===== src/rtl/core/bfba_pkg.sv =====
`timescale 1ns / 1ps
// Shared types, constants and the microcode ROM of the best-fit block allocator.
// No dependencies; every other file of the block imports this package.
package bfba_pkg;

    localparam int MAX_BLOCKS = 16;
    localparam int IDX_W      = 4;
    localparam int SIZE_W     = 16;
    localparam int TOT_W      = 32;
    localparam int NUM_W      = 5;
    localparam int CMD_W      = 2;
    localparam int STEP_W     = 3;

    typedef enum logic [CMD_W-1:0] {
        CMD_LOAD    = 2'd0,
        CMD_REQUEST = 2'd1,
        CMD_CLEAR   = 2'd2,
        CMD_UNUSED  = 2'd3
    } t_cmd;

    // datapath operation selected by one control word
    typedef enum logic [2:0] {
        OP_NOP,
        OP_CAPTURE,
        OP_SCAN,
        OP_EMIT,
        OP_LOAD,
        OP_CLEAR
    } t_op;

    // jump condition of one control word
    typedef enum logic [1:0] {
        JC_NEXT,
        JC_ALWAYS,
        JC_DISPATCH,
        JC_SCAN_MORE
    } t_jc;

    typedef logic [STEP_W-1:0] t_step;

    localparam t_step STEP_FETCH = 3'd0;
    localparam t_step STEP_SCAN  = 3'd1;
    localparam t_step STEP_EMIT  = 3'd2;
    localparam t_step STEP_LOAD  = 3'd3;
    localparam t_step STEP_CLEAR = 3'd4;

    typedef struct packed {
        logic  in_ready;
        logic  wait_out;
        t_op   op;
        t_jc   jc;
        t_step target;
    } t_cw;

    // datapath status seen by the sequencer
    typedef struct packed {
        logic scan_more;
        logic out_free;
    } t_dp_stat;

    function automatic t_cw ucode_rom(input t_step step);
        t_cw cw;
        cw = '{in_ready: 1'b0, wait_out: 1'b0, op: OP_NOP, jc: JC_ALWAYS,
               target: STEP_FETCH};
        unique case (step)
            STEP_FETCH: begin
                cw.in_ready = 1'b1;
                cw.op       = OP_CAPTURE;
                cw.jc       = JC_DISPATCH;
            end
            STEP_SCAN: begin
                cw.op     = OP_SCAN;
                cw.jc     = JC_SCAN_MORE;
                cw.target = STEP_SCAN;
            end
            STEP_EMIT: begin
                cw.wait_out = 1'b1;
                cw.op       = OP_EMIT;
                cw.target   = STEP_FETCH;
            end
            STEP_LOAD: begin
                cw.op     = OP_LOAD;
                cw.target = STEP_EMIT;
            end
            STEP_CLEAR: begin
                cw.op     = OP_CLEAR;
                cw.target = STEP_EMIT;
            end
            default: begin
                cw.target = STEP_FETCH;
            end
        endcase
        return cw;
    endfunction

    // entry step for each command code
    function automatic t_step dispatch(input logic [CMD_W-1:0] cmd);
        t_step s;
        unique case (cmd)
            CMD_LOAD:    s = STEP_LOAD;
            CMD_REQUEST: s = STEP_SCAN;
            CMD_CLEAR:   s = STEP_CLEAR;
            default:     s = STEP_EMIT;
        endcase
        return s;
    endfunction

endpackage


===== src/rtl/core/bfba_req_if.sv =====
`timescale 1ns / 1ps
// Request channel of the best-fit block allocator: valid/ready plus command payload.
// Depends on bfba_pkg for field widths.
interface bfba_req_if;
    import bfba_pkg::*;

    logic              valid;
    logic              ready;
    logic [CMD_W-1:0]  cmd;
    logic [IDX_W-1:0]  block_index;
    logic [SIZE_W-1:0] size;

    modport source (output valid, cmd, block_index, size, input ready);
    modport sink   (input valid, cmd, block_index, size, output ready);
endinterface


===== src/rtl/core/bfba_rsp_if.sv =====
`timescale 1ns / 1ps
// Result channel of the best-fit block allocator: valid/ready plus grant payload.
// Depends on bfba_pkg for field widths.
interface bfba_rsp_if;
    import bfba_pkg::*;

    logic              valid;
    logic              ready;
    logic              granted;
    logic [IDX_W-1:0]  chosen_block;
    logic [SIZE_W-1:0] chosen_size;
    logic [SIZE_W-1:0] fragment;
    logic [TOT_W-1:0]  total_fragment;

    modport source (output valid, granted, chosen_block, chosen_size, fragment,
                    total_fragment, input ready);
    modport sink   (input valid, granted, chosen_block, chosen_size, fragment,
                    total_fragment, output ready);
endinterface


===== src/rtl/core/best_fit_block_allocator_core.sv =====
`timescale 1ns / 1ps
// Best-fit block allocator top level: 16-entry block size table, allocated flags and
// a saturating fragment total. Depends on bfba_pkg, both interfaces, bfba_useq, bfba_dpath.
//
// Usage:
//   i_req carries one request: cmd (load, allocate, clear), block_index and size.
//   o_rsp returns exactly one result per request: granted, chosen_block,
//   chosen_size, fragment and the running total_fragment.
//   i_cfg_we/i_cfg_wdata write num_blocks (blocks searched); write it only while
//   the block is idle.
// Timing:
//   One request at a time. An allocate request runs fetch, one scan step per entry
//   of the first min(num_blocks, 16) (at least one step), each entry read from the
//   size memory and compared with the best so far, then emit; its result is
//   registered at emit. Load and clear run fetch, their own step and emit; an unused
//   command runs fetch and emit.
// Reset: synchronous, active low. Clear all sizes (through per-entry valid bits),
//   flags, the total and num_blocks; requests are taken right after release.
// Stall: the result waits in an output register; a new request is accepted
//   meanwhile and is processed up to its own result, which holds until the slot frees.
module best_fit_block_allocator_core (
    input  logic                         i_clk,
    input  logic                         i_rst_n,
    bfba_req_if.sink                     i_req,
    bfba_rsp_if.source                   o_rsp,
    input  logic                         i_cfg_we,
    input  logic [bfba_pkg::NUM_W-1:0]   i_cfg_wdata
);
    import bfba_pkg::*;

    t_cw      cw;
    t_dp_stat stat;
    logic     in_accept;

    // take a request only in the fetch step, and never while in reset
    assign i_req.ready = cw.in_ready && i_rst_n;
    assign in_accept   = i_req.valid && i_req.ready;

    bfba_useq u_useq (
        .i_clk       (i_clk),
        .i_rst_n     (i_rst_n),
        .i_in_accept (in_accept),
        .i_in_cmd    (i_req.cmd),
        .i_stat      (stat),
        .o_cw        (cw)
    );

    bfba_dpath u_dpath (
        .i_clk            (i_clk),
        .i_rst_n          (i_rst_n),
        .i_cw             (cw),
        .i_in_accept      (in_accept),
        .i_in_index       (i_req.block_index),
        .i_in_size        (i_req.size),
        .i_cfg_we         (i_cfg_we),
        .i_cfg_wdata      (i_cfg_wdata),
        .i_out_ready      (o_rsp.ready),
        .o_stat           (stat),
        .o_out_valid      (o_rsp.valid),
        .o_granted        (o_rsp.granted),
        .o_chosen_block   (o_rsp.chosen_block),
        .o_chosen_size    (o_rsp.chosen_size),
        .o_fragment       (o_rsp.fragment),
        .o_total_fragment (o_rsp.total_fragment)
    );

endmodule


===== src/rtl/core/bfba_useq.sv =====
`timescale 1ns / 1ps
// Microcode sequencer: step counter, control word ROM lookup and jump logic.
// Depends on bfba_pkg (control word type, ROM and dispatch functions).
module bfba_useq (
    input  logic                         i_clk,
    input  logic                         i_rst_n,
    input  logic                         i_in_accept,
    input  logic [bfba_pkg::CMD_W-1:0]   i_in_cmd,
    input  bfba_pkg::t_dp_stat           i_stat,
    output bfba_pkg::t_cw                o_cw
);
    import bfba_pkg::*;

    t_step r_step;
    t_step n_step;
    t_cw   cw;

    assign cw   = ucode_rom(r_step);
    assign o_cw = cw;

    always_ff @(posedge i_clk) begin
        if (!i_rst_n) begin
            r_step <= STEP_FETCH;
        end else begin
            r_step <= n_step;
        end
    end

    always_comb begin
        n_step = r_step;
        if (!(cw.wait_out && !i_stat.out_free)) begin
            unique case (cw.jc)
                JC_NEXT:      n_step = r_step + t_step'(1);
                JC_ALWAYS:    n_step = cw.target;
                JC_DISPATCH:  n_step = i_in_accept ? dispatch(i_in_cmd) : r_step;
                JC_SCAN_MORE: n_step = i_stat.scan_more ? cw.target
                                                        : r_step + t_step'(1);
                default:      n_step = STEP_FETCH;
            endcase
        end
    end

endmodule


===== src/rtl/core/bfba_dpath.sv =====
`timescale 1ns / 1ps
// Datapath: block size memory, allocated flags, scan/compare registers, fragment
// total and the output register. Driven by control words; depends on bfba_pkg.
module bfba_dpath (
    input  logic                         i_clk,
    input  logic                         i_rst_n,
    input  bfba_pkg::t_cw                i_cw,
    input  logic                         i_in_accept,
    input  logic [bfba_pkg::IDX_W-1:0]   i_in_index,
    input  logic [bfba_pkg::SIZE_W-1:0]  i_in_size,
    input  logic                         i_cfg_we,
    input  logic [bfba_pkg::NUM_W-1:0]   i_cfg_wdata,
    input  logic                         i_out_ready,
    output bfba_pkg::t_dp_stat           o_stat,
    output logic                         o_out_valid,
    output logic                         o_granted,
    output logic [bfba_pkg::IDX_W-1:0]   o_chosen_block,
    output logic [bfba_pkg::SIZE_W-1:0]  o_chosen_size,
    output logic [bfba_pkg::SIZE_W-1:0]  o_fragment,
    output logic [bfba_pkg::TOT_W-1:0]   o_total_fragment
);
    import bfba_pkg::*;

    logic [SIZE_W-1:0]     mem [MAX_BLOCKS];
    logic [MAX_BLOCKS-1:0] r_vld;
    logic [MAX_BLOCKS-1:0] r_flags;
    logic [NUM_W-1:0]      r_num_blocks;
    logic [TOT_W-1:0]      r_sum;

    logic [IDX_W-1:0]      r_idx;
    logic [SIZE_W-1:0]     r_size;
    logic [IDX_W-1:0]      r_cmp_idx;
    logic                  r_found;
    logic [IDX_W-1:0]      r_best_idx;
    logic [SIZE_W-1:0]     r_best_size;
    logic [SIZE_W-1:0]     r_rd_data;
    logic                  r_rd_vld;

    logic                  r_out_valid;
    logic                  r_granted;
    logic [IDX_W-1:0]      r_chosen_block;
    logic [SIZE_W-1:0]     r_chosen_size;
    logic [SIZE_W-1:0]     r_fragment;
    logic [TOT_W-1:0]      r_total;

    logic [NUM_W-1:0]      limit;
    logic [IDX_W-1:0]      rd_addr;
    logic [SIZE_W-1:0]     rd_val;
    logic                  in_range;
    logic                  take;
    logic                  out_free;
    logic                  emit;
    logic                  capture;
    logic [SIZE_W-1:0]     frag;
    logic [TOT_W:0]        sum_ext;
    logic [TOT_W-1:0]      sum_new;

    assign limit    = (r_num_blocks > NUM_W'(MAX_BLOCKS)) ? NUM_W'(MAX_BLOCKS)
                                                          : r_num_blocks;
    assign rd_addr  = (i_cw.op == OP_CAPTURE) ? '0 : r_cmp_idx + IDX_W'(1);
    assign rd_val   = r_rd_vld ? r_rd_data : '0;
    assign in_range = {1'b0, r_cmp_idx} < limit;
    assign take     = in_range && !r_flags[r_cmp_idx] && (rd_val >= r_size)
                      && (!r_found || (rd_val < r_best_size));
    assign out_free = !r_out_valid || i_out_ready;
    assign emit     = (i_cw.op == OP_EMIT) && out_free;
    assign capture  = (i_cw.op == OP_CAPTURE) && i_in_accept;
    assign frag     = r_found ? (r_best_size - r_size) : '0;
    assign sum_ext  = {1'b0, r_sum} + {{(TOT_W + 1 - SIZE_W){1'b0}}, frag};
    assign sum_new  = sum_ext[TOT_W] ? '1 : sum_ext[TOT_W-1:0];

    assign o_stat.scan_more = ({1'b0, r_cmp_idx} + NUM_W'(1)) < limit;
    assign o_stat.out_free  = out_free;

    // size memory: written on load, read one entry ahead of the compare
    always_ff @(posedge i_clk) begin
        if ((i_cw.op == OP_LOAD) && (32'(r_idx) < MAX_BLOCKS)) begin
            mem[r_idx] <= r_size;
        end
        r_rd_data <= mem[rd_addr];
        r_rd_vld  <= r_vld[rd_addr];
    end

    always_ff @(posedge i_clk) begin
        if (!i_rst_n) begin
            r_vld        <= '0;
            r_flags      <= '0;
            r_num_blocks <= '0;
            r_sum        <= '0;
            r_found      <= 1'b0;
            r_out_valid  <= 1'b0;
        end else begin
            if (i_cfg_we) begin
                r_num_blocks <= i_cfg_wdata;
            end
            if (capture) begin
                r_found <= 1'b0;
            end
            if ((i_cw.op == OP_SCAN) && take) begin
                r_found <= 1'b1;
            end
            if ((i_cw.op == OP_LOAD) && (32'(r_idx) < MAX_BLOCKS)) begin
                r_vld[r_idx]   <= 1'b1;
                r_flags[r_idx] <= 1'b0;
            end
            if (i_cw.op == OP_CLEAR) begin
                r_flags <= '0;
                r_sum   <= '0;
            end
            if (emit && r_found) begin
                r_flags[r_best_idx] <= 1'b1;
                r_sum               <= sum_new;
            end
            if (emit) begin
                r_out_valid <= 1'b1;
            end else if (i_out_ready) begin
                r_out_valid <= 1'b0;
            end
        end
    end

    // payload registers
    always_ff @(posedge i_clk) begin
        if (capture) begin
            r_idx       <= i_in_index;
            r_size      <= i_in_size;
            r_cmp_idx   <= '0;
            r_best_idx  <= '0;
            r_best_size <= '0;
        end
        if (i_cw.op == OP_SCAN) begin
            r_cmp_idx <= r_cmp_idx + IDX_W'(1);
            if (take) begin
                r_best_idx  <= r_cmp_idx;
                r_best_size <= rd_val;
            end
        end
        if (emit) begin
            r_granted      <= r_found;
            r_chosen_block <= r_best_idx;
            r_chosen_size  <= r_best_size;
            r_fragment     <= frag;
            r_total        <= r_found ? sum_new : r_sum;
        end
    end

    assign o_out_valid      = r_out_valid;
    assign o_granted        = r_granted;
    assign o_chosen_block   = r_chosen_block;
    assign o_chosen_size    = r_chosen_size;
    assign o_fragment       = r_fragment;
    assign o_total_fragment = r_total;

endmodule


===== src/flat_wrapper.sv =====
// flat-port wrapper written by rule: the top's interface ports become plain ports
module best_fit_block_allocator_core_flat import bfba_pkg::*;
  (i_clk, i_rst_n, i_cfg_we, i_cfg_wdata, i_req_valid, i_req_cmd, i_req_block_index, i_req_size, i_req_ready, o_rsp_valid, o_rsp_granted, o_rsp_chosen_block, o_rsp_chosen_size, o_rsp_fragment, o_rsp_total_fragment, o_rsp_ready);
  bfba_req_if i_req_i ();
  bfba_rsp_if o_rsp_i ();
  input  logic i_clk;
  input  logic i_rst_n;
  input  logic i_cfg_we;
  input  logic [bfba_pkg::NUM_W-1:0] i_cfg_wdata;
  input wire logic [$bits(i_req_i.valid)-1:0] i_req_valid;
  input wire logic [$bits(i_req_i.cmd)-1:0] i_req_cmd;
  input wire logic [$bits(i_req_i.block_index)-1:0] i_req_block_index;
  input wire logic [$bits(i_req_i.size)-1:0] i_req_size;
  output wire logic [$bits(i_req_i.ready)-1:0] i_req_ready;
  output wire logic [$bits(o_rsp_i.valid)-1:0] o_rsp_valid;
  output wire logic [$bits(o_rsp_i.granted)-1:0] o_rsp_granted;
  output wire logic [$bits(o_rsp_i.chosen_block)-1:0] o_rsp_chosen_block;
  output wire logic [$bits(o_rsp_i.chosen_size)-1:0] o_rsp_chosen_size;
  output wire logic [$bits(o_rsp_i.fragment)-1:0] o_rsp_fragment;
  output wire logic [$bits(o_rsp_i.total_fragment)-1:0] o_rsp_total_fragment;
  input wire logic [$bits(o_rsp_i.ready)-1:0] o_rsp_ready;
  assign i_req_i.valid = i_req_valid;
  assign i_req_i.cmd = i_req_cmd;
  assign i_req_i.block_index = i_req_block_index;
  assign i_req_i.size = i_req_size;
  assign i_req_ready = i_req_i.ready;
  assign o_rsp_valid = o_rsp_i.valid;
  assign o_rsp_granted = o_rsp_i.granted;
  assign o_rsp_chosen_block = o_rsp_i.chosen_block;
  assign o_rsp_chosen_size = o_rsp_i.chosen_size;
  assign o_rsp_fragment = o_rsp_i.fragment;
  assign o_rsp_total_fragment = o_rsp_i.total_fragment;
  assign o_rsp_i.ready = o_rsp_ready;
  best_fit_block_allocator_core u_core (.i_clk(i_clk), .i_rst_n(i_rst_n), .i_req(i_req_i), .o_rsp(o_rsp_i), .i_cfg_we(i_cfg_we), .i_cfg_wdata(i_cfg_wdata));
endmodule

===== config.mk =====
export PLATFORM = sky130hd
export DESIGN_NAME = best_fit_block_allocator_core_flat
export DESIGN_NICKNAME = d
export VERILOG_FILES = /design/src/rtl/core/bfba_pkg.sv /design/src/rtl/core/bfba_req_if.sv /design/src/rtl/core/bfba_rsp_if.sv /design/src/rtl/core/best_fit_block_allocator_core.sv /design/src/rtl/core/bfba_useq.sv /design/src/rtl/core/bfba_dpath.sv /design/src/flat_wrapper.sv
export SDC_FILE = /design/constraint.sdc
export NUM_CORES = 1
export LEC_CHECK = 0
export BUFFER_PORTS_ARGS = -buffer_cell sky130_fd_sc_hd__buf_2
export CAP_MARGIN = 10
export CORE_MARGIN = 8
export CORE_UTILIZATION = 49
export CTS_BUF_LIST = sky130_fd_sc_hd__clkbuf_2
export DETAILED_ROUTE_END_ITERATION = 10
export PLACE_DENSITY = 0.66
export SYNTH_ARGS = -nofsm -noshare
export SYNTH_HDL_FRONTEND = slang
export SYNTH_HIERARCHICAL = 1
export SYNTH_SLANG_ARGS = --single-unit
export TNS_END_PERCENT = 50

===== constraint.sdc =====
create_clock -name i_clk -period 7.61 [get_ports i_clk]
set_clock_uncertainty 0.2 [all_clocks]
set_input_delay 0.761 -clock i_clk [delete_from_list [all_inputs] [get_ports i_clk]]
set_output_delay 0.761 -clock i_clk [all_outputs]
set_load 0.1 [all_outputs]

# After elaboration in Yosys (flattened, before gate mapping)
# Memories as Yosys holds them, arrays and structs flattened. A register that Yosys moved wholly into a read port is not among the register bits.
# Cells that the tools add are included.
[word_totals]
regBits = 188
ramBits = 256
input_bits = 32
out_inout_bits = 71
elab_cells = 125
mem_count = 1
[op_classes]
n_addsub = 5
order_cmp = 11
eq_ne = 15
muxes = 43
n_bitwise = 5
reduce_logical = 27
[memory_table]
columns = ["name", "depth", "word_bits", "read_ports", "rd_ports_with_merged_regs", "wr", "line", "text"]
rows = [
  ["u_core.u_dpath.mem", 16, 16, 1, 1, 1, "bfba_dpath.sv:24", "logic [SIZE_W-1:0] mem [MAX_BLOCKS];"],
]
[op_table]
columns = ["cell", "n"]
rows = [
  ["16-bit two-way mux", 9],
  ["32-bit two-way mux", 4],
  ["32-bit by 16-bit adder with 33-bit output", 1],
  ["16-bit bitwise OR", 2],
  ["4-bit two-way mux", 6],
  ["4-bit by 5-bit < comparator with 1-bit output (second input constant)", 4],
  ["16-bit bitwise AND", 1],
  ["16-bit >= comparator", 1],
  ["16-bit < comparator", 1],
  ["16-bit inverter", 1],
  ["16-bit subtractor", 1],
  ["3-bit case mux with 5 select lines", 1],
  ["3-bit by 2-bit == test with 1-bit output (second input constant)", 4],
  ["1-bit logical AND", 12],
  ["1-bit two-way mux", 12],
  ["3-bit case mux with 4 select lines", 1],
  ["3-bit == test (second input constant)", 3],
  ["3-bit case mux with 3 select lines", 1],
  ["1-bit binary-select mux with 4-bit select", 2],
  ["1-bit demux with 4-bit select", 2],
  ["4-bit by 1-bit >= comparator with 1-bit output (second input constant)", 2],
  ["2-bit case mux with 2 select lines", 2],
  ["2-bit nonzero test", 4],
  ["2-bit == test (second input constant)", 3],
  ["18 further kinds", 26],
]

# Depth between registers and ports, before layout
# Gate-level depths: netlist of run 1.
[logic_depth]
depth_word = 11
depth_mapped = 19
mapped_depth_nobuf = 18

# Cells and area by module
# The synthesis of run 1 kept the hierarchy.
[by_module_without_submodules]
columns = ["module", "n_inst", "cells_per_inst", "area_per_inst_um2", "seq_area_each_um2"]
rows = [
  ["bfba_dpath", 1, 1628, 20119.3, 12642.1],
  ["bfba_useq", 1, 51, 431.7, 60.1],
  ["best_fit_block_allocator_core", 1, 2, 12.5, 0.0],
]

# Worst setup path after synthesis of run 1
# Ideal clock, no wire load.
[synth_path]
path_kind = "flip-flop to flip-flop"
start = "reg u_core.u_useq.r_step[1]"
end = "reg u_core.u_dpath.r_flags[6]"
setup_ns = 0.065
arrival_ns = 5.603
required_ns = 7.345
setup_slack_ns = 1.742
stages_incl_launch_ff = 12
n_path_buf = 2
period_less_slack_ns = 5.868
cell_sequence = "dfxtp_1 -> buf_6 -> inv_1 -> ha_1 -> mux2_2 -> nand3b_1 -> nor2b_1 -> nand2_1 -> clkbuf_1 -> or2_2 -> o22a_1 -> nor2_1"
[synth_lines]
columns = ["element", "line", "text"]
rows = [
  ["start: declaration", "bfba_useq.sv:14", "t_step r_step;"],
  ["start signal: assignment", "bfba_useq.sv:25", "r_step <= n_step;"],
  ["end signal: assignment", "bfba_dpath.sv:87", "r_flags <= '0;"],
  ["end signal: indexed assignment", "bfba_dpath.sv:104", "r_flags[r_idx] <= 1'b0;"],
  ["end signal: assignment", "bfba_dpath.sv:107", "r_flags <= '0;"],
  ["end: declaration", "bfba_dpath.sv:26", "logic [MAX_BLOCKS-1:0] r_flags;"],
]

# Final worst setup path of run 1
[layout_path]
start = "reg u_core.u_dpath.r_size[1]"
end = "reg u_core.u_dpath.r_total[16] (netlist: u_core/u_dpath/o_total_fragment[16]) (data pin)"
[layout_between]
elab_chain_cells = 5
[layout_rtl]
columns = ["element", "line", "text"]
rows = [
  ["start: declaration", "bfba_dpath.sv:31", "logic [SIZE_W-1:0] r_size;"],
  ["start signal: assignment", "bfba_dpath.sv:126", "r_size <= i_in_size;"],
  ["16-bit subtractor", "bfba_dpath.sv:68", "assign frag = r_found ? (r_best_size - r_size) : '0;"],
  ["16-bit two-way mux", "bfba_dpath.sv:68", ""],
  ["via u_core.u_dpath.frag[13]", "bfba_dpath.sv:54", "logic [SIZE_W-1:0] frag;"],
  ["32-bit by 16-bit adder with 33-bit output", "bfba_dpath.sv:69", "assign sum_ext = {1'b0, r_sum} + {{(TOT_W + 1 - SIZE_W){1'b0}}, frag};"],
  ["32-bit two-way mux", "bfba_dpath.sv:70", "assign sum_new = sum_ext[TOT_W] ? '1 : sum_ext[TOT_W-1:0];"],
  ["32-bit two-way mux", "bfba_dpath.sv:143", "r_total <= r_found ? sum_new : r_sum;"],
  ["end signal: assignment", "bfba_dpath.sv:143", ""],
  ["end: declaration", "bfba_dpath.sv:44", "logic [TOT_W-1:0] r_total;"],
]
# The timed path passes the listed nets, and every way through them passes these cells.
# A chain may end at the register's enable or synchronous reset.

==> impl_metrics.json, run 1 <==
{
  "fin_tns_setup_ns": 0,
  "cts.path.max_buffers": 3,
  "cts_tree": "built",
  "relSlewSlack": 0.258,
  "die_y_um": 221,
  "drc": 0,
  "clkSlewWorstSetupHoldPaths_ns": 0.10,
  "syn2layout_area_growth_pct": 12.3,
  "p_leak_uw": 0.00878,
  "endpoint": "u_core/u_dpath/o_total_fragment[16]$_DFFE_PP_",
  "first_iter_violations": 1625,
  "worstPathArrival_ns": 6.62,
  "cts_root_buf": "clkbuf_2",
  "worstMarginPinSlew_ns": 1.11,
  "clock_latency_ns": 1.14,
  "track_usage": 0.221,
  "multi_input_area_um2": 7300,
  "io_buffers": 102,
  "finalHoldViolations": 0,
  "syn-num-nets": 1788,
  "setup_viol": 0,
  "cp.required_ns": 8.35,
  "setup_ws_ns": 1.73,
  "status": "complete, no violations",
  "cts_resized": 0,
  "crit_start": "u_core/u_dpath/r_size[1]$_DFFE_PP_",
  "setup.worst_path.end_class": "flip-flop",
  "htree_levels": 3,
  "finalCriticalPeriod_ns": 5.88,
  "min_path_type": "in -> reg",
  "start_util": 0.493,
  "grt_pass1_vias": 14571,
  "fill_cells": 3580,
  "mostFrequentLayoutCell": "edfxtp_1",
  "viasPerCell": 5.84,
  "worst_r2r_endpoint": "u_core/u_dpath/o_total_fragment[16]$_DFFE_PP_",
  "detail_route.wl_per_cell_um": 21.2,
  "antenna_found_initial": 1,
  "fin_crit_sh": 0.773,
  "powerDensity_nw_per_um2": 361,
  "die_x_um": 221,
  "grt_first_pass_wirelength_mm": 82.1,
  "worst_ir_drop_vdd_v": 0.000274,
  "core_um2": 41700,
  "stdcell_count": 2516,
  "rows": 75,
  "worst-path-max-fanout": 19,
  "rr_startpoint": "u_core/u_dpath/r_size[1]$_DFFE_PP_",
  "rrSetupSlack_ns": 1.73,
  "grt_busiest_layer": "met2",
  "antenna_left": 0,
  "regArea_um2": 12700,
  "dp_cells": 2264,
  "nets": 1988,
  "final_layout_size_suffix_gt1_frac": 0.204,
  "gp_congestion": 0.872,
  "postSynthCellCount": 1676,
  "rr_worst_depth": 17,
  "met1_usage": 0.284,
  "ys_warn_count": 6,
  "rsz0062_at_grt": "false",
  "grt_use_met3": 0.0418,
  "pin_count": 103,
  "dp_slack_ns": 1.84,
  "mostFrequentLayoutCells": "edfxtp_1, clkbuf_2, nand2_1, nor2_1, dfxtp_1",
  "cts_sinks": 460,
  "max_freq_mhz": 170,
  "num_vias": 14685,
  "grt_use_met2": 0.365,
  "cts_buffers": 115,
  "synth_area_um2": 20500,
  "drv_slew": 0,
  "cap_violations": 0,
  "critPathKind": "reg -> reg",
  "die_area_um2": 48700,
  "postSynthAreaPerCell_um2": 12.3,
  "grt_overflow": 0,
  "grt_max_degree": 86,
  "dp_hpwl_mm": 32.1,
  "dr.pass1.iters": 6,
  "hold_depth": 5,
  "startpoint_type": "flip-flop",
  "wl_mm": 53.3
}
==> flip-flops by register name (all words and copies together) (netlist names) <==
signal                           flops
u_core/u_dpath/mem                 256
u_core/u_dpath/o_chosen_block        4
u_core/u_dpath/o_chosen_size        16
u_core/u_dpath/o_fragment           16
u_core/u_dpath/o_granted             1
u_core/u_dpath/o_out_valid           1
u_core/u_dpath/o_total_fragment     32
u_core/u_dpath/r_best_idx            4
u_core/u_dpath/r_best_size          16
u_core/u_dpath/r_cmp_idx             4
u_core/u_dpath/r_flags              16
u_core/u_dpath/r_found               1
u_core/u_dpath/r_idx                 4
u_core/u_dpath/r_num_blocks          5
u_core/u_dpath/r_rd_data            16
u_core/u_dpath/r_rd_vld              1
u_core/u_dpath/r_size               16
u_core/u_dpath/r_sum                32
u_core/u_dpath/r_vld                16
u_core/u_useq/r_step                 3
==> stage by stage <==
| step | utilization | hold WS, ns | power (uW) | area (um^2) |
|---|---|---|---|---|
| CTS | 0.554 | 0.00465 | 8380 | 23100 |
| global placement | 0.520 | 0.248 | 6680 | 21700 |
| finish | 0.554 | 0.140 | 8330 | 23100 |
| global route | 0.554 | 0.0529 | 8790 | 23100 |
| floorplan | - | 0.231 | 5860 | 20500 |
| detailed placement | 0.520 | 0.249 | 6720 | 21700 |
==> area by class of cell <==
| class | instances | area share |
|---|---|---|
| diodes | 1 | 0.000108 |
| clock inverters | 43 | 0.00862 |
| well taps | 539 | 0.0292 |
| repair buffers | 166 | 0.0466 |
| flip-flops and latches | 460 | 0.551 |
| inverters | 64 | 0.0104 |
| multi-input cells | 1069 | 0.317 |
| clock buffers | 174 | 0.0378 |
==> worst max-delay path: stages (launching register included) <==
cell and delay [ns]:
edfxtp_1 0.75, inv_1 0.18, ha_1 0.33, nor2b_1 0.13, o21a_1 0.18, o21ai_0 0.37
a2111o_1 0.21, o21ai_0 0.13, o21ai_0 0.15, or3b_2 0.50, ha_1 0.43, nand4_1 0.16
nor3_1 0.20, o21ai_0 0.16, a31oi_2 0.54, o2111ai_2 0.55, and4_1 0.44, nor2_1 0.10
==> where the power goes <==
| group | internal, uW | total, uW | switching, uW |
|---|---|---|---|
| logic | 904 | 3450 | 2550 |
| registers | 3050 | 3230 | 187 |
| clock network | 628 | 1640 | 1010 |
| total | 4580 | 8330 | 3750 |
==> worst min path at each step <==
stage                                                from                                         to  slack [ns]
floorplan             u_core/u_dpath/r_found$_SDFFE_PN0P_         u_core/u_dpath/o_granted$_DFFE_PP_        0.23
global placement    u_core/u_dpath/r_vld[12]$_SDFFE_PN0P_      u_core/u_dpath/r_vld[12]$_SDFFE_PN0P_        0.25
finish                                        i_req_valid       u_core/u_useq/r_step[0]$_SDFFE_PN0P_        0.14
CTS                                           i_req_valid       u_core/u_useq/r_step[0]$_SDFFE_PN0P_       0.005
detailed placement  u_core/u_dpath/r_best_size[1]$_DFF_P_  u_core/u_dpath/o_chosen_size[1]$_DFFE_PP_        0.25
global route                                  i_req_valid       u_core/u_useq/r_step[0]$_SDFFE_PN0P_        0.05
==> metal layers <==
layer  wire length (um)  part of all wire
met5                  0                 0
met3               4250             0.080
met1              22200              0.42
met4               1260             0.024
met2              25600              0.48
==> timing repair <==
item	in CTS	in global routing
setup buffers	0	0
hold endpoints to repair	39	0
endpoints found under the setup margin	0	0
hold buffers	34	0
(Power assumes the default switching activity.)
==> run 2, diff against run 1 <==
--- a/config.mk
+++ b/config.mk
@@ -11,7 +11,7 @@
 export CORE_UTILIZATION = 49
 export CTS_BUF_LIST = sky130_fd_sc_hd__clkbuf_2
 export DETAILED_ROUTE_END_ITERATION = 10
-export PLACE_DENSITY = 0.66
+export PLACE_DENSITY = 0.69
 export SYNTH_ARGS = -nofsm -noshare
 export SYNTH_HDL_FRONTEND = slang
 export SYNTH_HIERARCHICAL = 1
==> constraint.sdc (replaced) <==
create_clock -name i_clk -period 4.87 [get_ports i_clk]
set_clock_uncertainty 0.2 [all_clocks]
set_input_delay 0.487 -clock i_clk [delete_from_list [all_inputs] [get_ports i_clk]]
set_output_delay 0.487 -clock i_clk [all_outputs]
set_load 0.1 [all_outputs]
==> run 2 against run 1 <==
Die area stayed put; clock-buffer cell count decreased by 2; sequential share of layout area is 1.8 points lower; hold slack better by 0.013 ns.
==> impl_metrics.json, run 2 (same netlist as run 1, synthesis figures left out) <==
{
  "status": "complete, no violations",
  "finalHoldViolations": 0,
  "cts_tree": "built",
  "powerDensity_nw_per_um2": 552,
  "top_layer_used": "met5",
  "clock_latency_ns": 1.12,
  "largest_register_ff_count": 256,
  "cts_root_buf": "clkbuf_2",
  "regMostFlops": "u_core/u_dpath/mem",
  "setup.worst_path.end_class": "flip-flop",
  "pin_count": 103,
  "setup_ws_ns": 0.245,
  "fin_tns_setup_ns": 0,
  "start_util": 0.493,
  "seq_power_share": 0.380,
  "syn2layout_area_growth_pct": 16.1,
  "viasPerCell": 5.79,
  "worstMarginPinSlew_ns": 1.09,
  "final_layout_size_suffix_gt1_frac": 0.220,
  "nets": 2069,
  "die_x_um": 221,
  "dr.pass1.iters": 5,
  "cap_violations": 0,
  "drc": 0,
  "antenna_left": 0,
  "relSlewSlack": 0.274,
  "rsz0062_at_grt": "false",
  "mostFrequentLayoutCell": "edfxtp_1",
  "dpl_cell_area_um2": 22000,
  "setup_viol": 0,
  "cts_sinks": 460,
  "min_path_type": "in -> reg",
  "intPower_uw": 7290,
  "critPathKind": "reg -> reg",
  "dp_slack_ns": 0.128,
  "htree_levels": 3,
  "grt_pass1_vias": 14903,
  "gp_congestion": 0.915,
  "fill_cells": 3441,
  "cp.required_ns": 5.50,
  "track_usage": 0.220,
  "max_freq_mhz": 216,
  "io_buffers": 102,
  "antenna_found_initial": 3,
  "wl_mm": 53.8,
  "stdcell_area_um2": 23800,
  "slowest_delay_ns": 0.48,
  "path_delay_family": "compound AO/OA/AOI/OAI gates",
  "grt_max_degree": 70,
  "m1WireLength_mm": 22.9,
  "slowest_stage": "edfxtp_1",
  "combPwrFrac": 0.424,
  "mostFrequentLayoutCells": "edfxtp_1, clkbuf_2, nand2_1, nor2_1, dfxtp_1",
  "utilization": 0.572,
  "num_vias": 15054,
  "startpoint_type": "flip-flop",
  "wl_met2_mm": 25.8,
  "power_switching_uw": 5850,
  "core_um2": 41700,
  "switching_share": 0.445,
  "rows": 75,
  "die_area_um2": 48700,
  "clockPowerShare": 0.196,
  "detail_route.wl_per_cell_um": 20.7,
  "drv_slew": 0,
  "finalCriticalPeriod_ns": 4.63,
  "grt_overflow": 0,
  "cts.path.max_buffers": 3,
  "first_iter_violations": 1386,
  "worst-path-max-fanout": 9,
  "cp.buffers_inverters": 1,
  "clkSlewWorstSetupHoldPaths_ns": 0.11,
  "total_power_uw": 13100,
  "met3WireLength_mm": 4.01,
  "fin_crit_sh": 0.950,
  "p_leak_uw": 0.00918,
  "die_y_um": 221,
  "worst_ir_drop_vdd_v": 0.000423,
  "cts_buffers": 113,
  "worstPathArrival_ns": 5.26,
  "grt_first_pass_wirelength_mm": 82.8,
  "dp_hpwl_mm": 34.4,
  "crit_chain": "inv_1, ha_1, a21o_1, a21o_1, or3_1, o22ai_1, mux2i_1, ha_1, nand4_1, and4bb_2, a32oi_1, a21oi_1, nand2b_1, o21ai_0, o21ai_0"
}
[run 2: power by group through the flow]
stage,Sequential (uW),Clock [uW],Combinational (uW)
floorplan,6450,0,2690
global placement,5080,0,5360
detailed placement,5090,0,5450
CTS,5000,2660,5540
global route,5030,2860,5950
finish,4990,2580,5580
[run 2: final cells by class]
type	instances	area, um^2	area share
multi-input cells	1069	7320	0.307
inverters	64	240	0.0101
well taps	539	674	0.0283
diodes	3	7.51	0.000315
clock buffers	172	861	0.0361
clock inverters	43	225	0.00945
repair buffers	249	1790	0.0753
flip-flops and latches	460	12700	0.533
[run 2: through the flow]
step / hold slack (ns) / std cells
finish: 0.152 / 2599
global route: 0.0870 / 2599
CTS: 0.00393 / 2593
detailed placement: 0.252 / 2306
global placement: 0.240 / 2306
floorplan: 0.231 / 1676
[run 2: metal layers]
layer / vias to the layer above / track usage
li1: 6986 / -
met1: 7331 / 0.294
met2: 648 / 0.359
met3: 87 / 0.0388
met4: 2 / 0.0756
met5: - / 0
[run 2: what timing repair did]
action	CTS	global route
gates resized for setup	0	10
setup endpoints to repair	0	43
endpoints found under the hold margin	103	0
hold buffers	72	0
setup buffers	0	3
[run 2: final timing paths]
path,startpoint,to,slack (ns),depth (start not counted)
setup reg to reg,u_core/u_dpath/r_size[10]$_DFFE_PP_,u_core/u_dpath/o_total_fragment[19]$_DFFE_PP_,0.24,15
hold reg to reg,u_core/u_dpath/r_best_size[1]$_DFF_P_,u_core/u_dpath/o_chosen_size[1]$_DFFE_PP_,0.27,0
setup / recovery,u_core/u_dpath/r_size[10]$_DFFE_PP_,u_core/u_dpath/o_total_fragment[19]$_DFFE_PP_,0.24,15
hold / removal,i_rst_n,u_core/u_dpath/r_flags[0]$_SDFF_PN0_,0.15,3
[run 2: worst reg2reg max path: cells and delay by family, from the launching register on]
family / cells / cell delay, ns
adder cells (fa/ha/maj): 2 / 0.84
AND/OR/NAND/NOR: 4 / 0.97
flip-flops: 1 / 0.48
AO/OA/AOI/OAI: 7 / 1.26
buffers and inverters: 1 / 0.15
multiplexers: 1 / 0.47
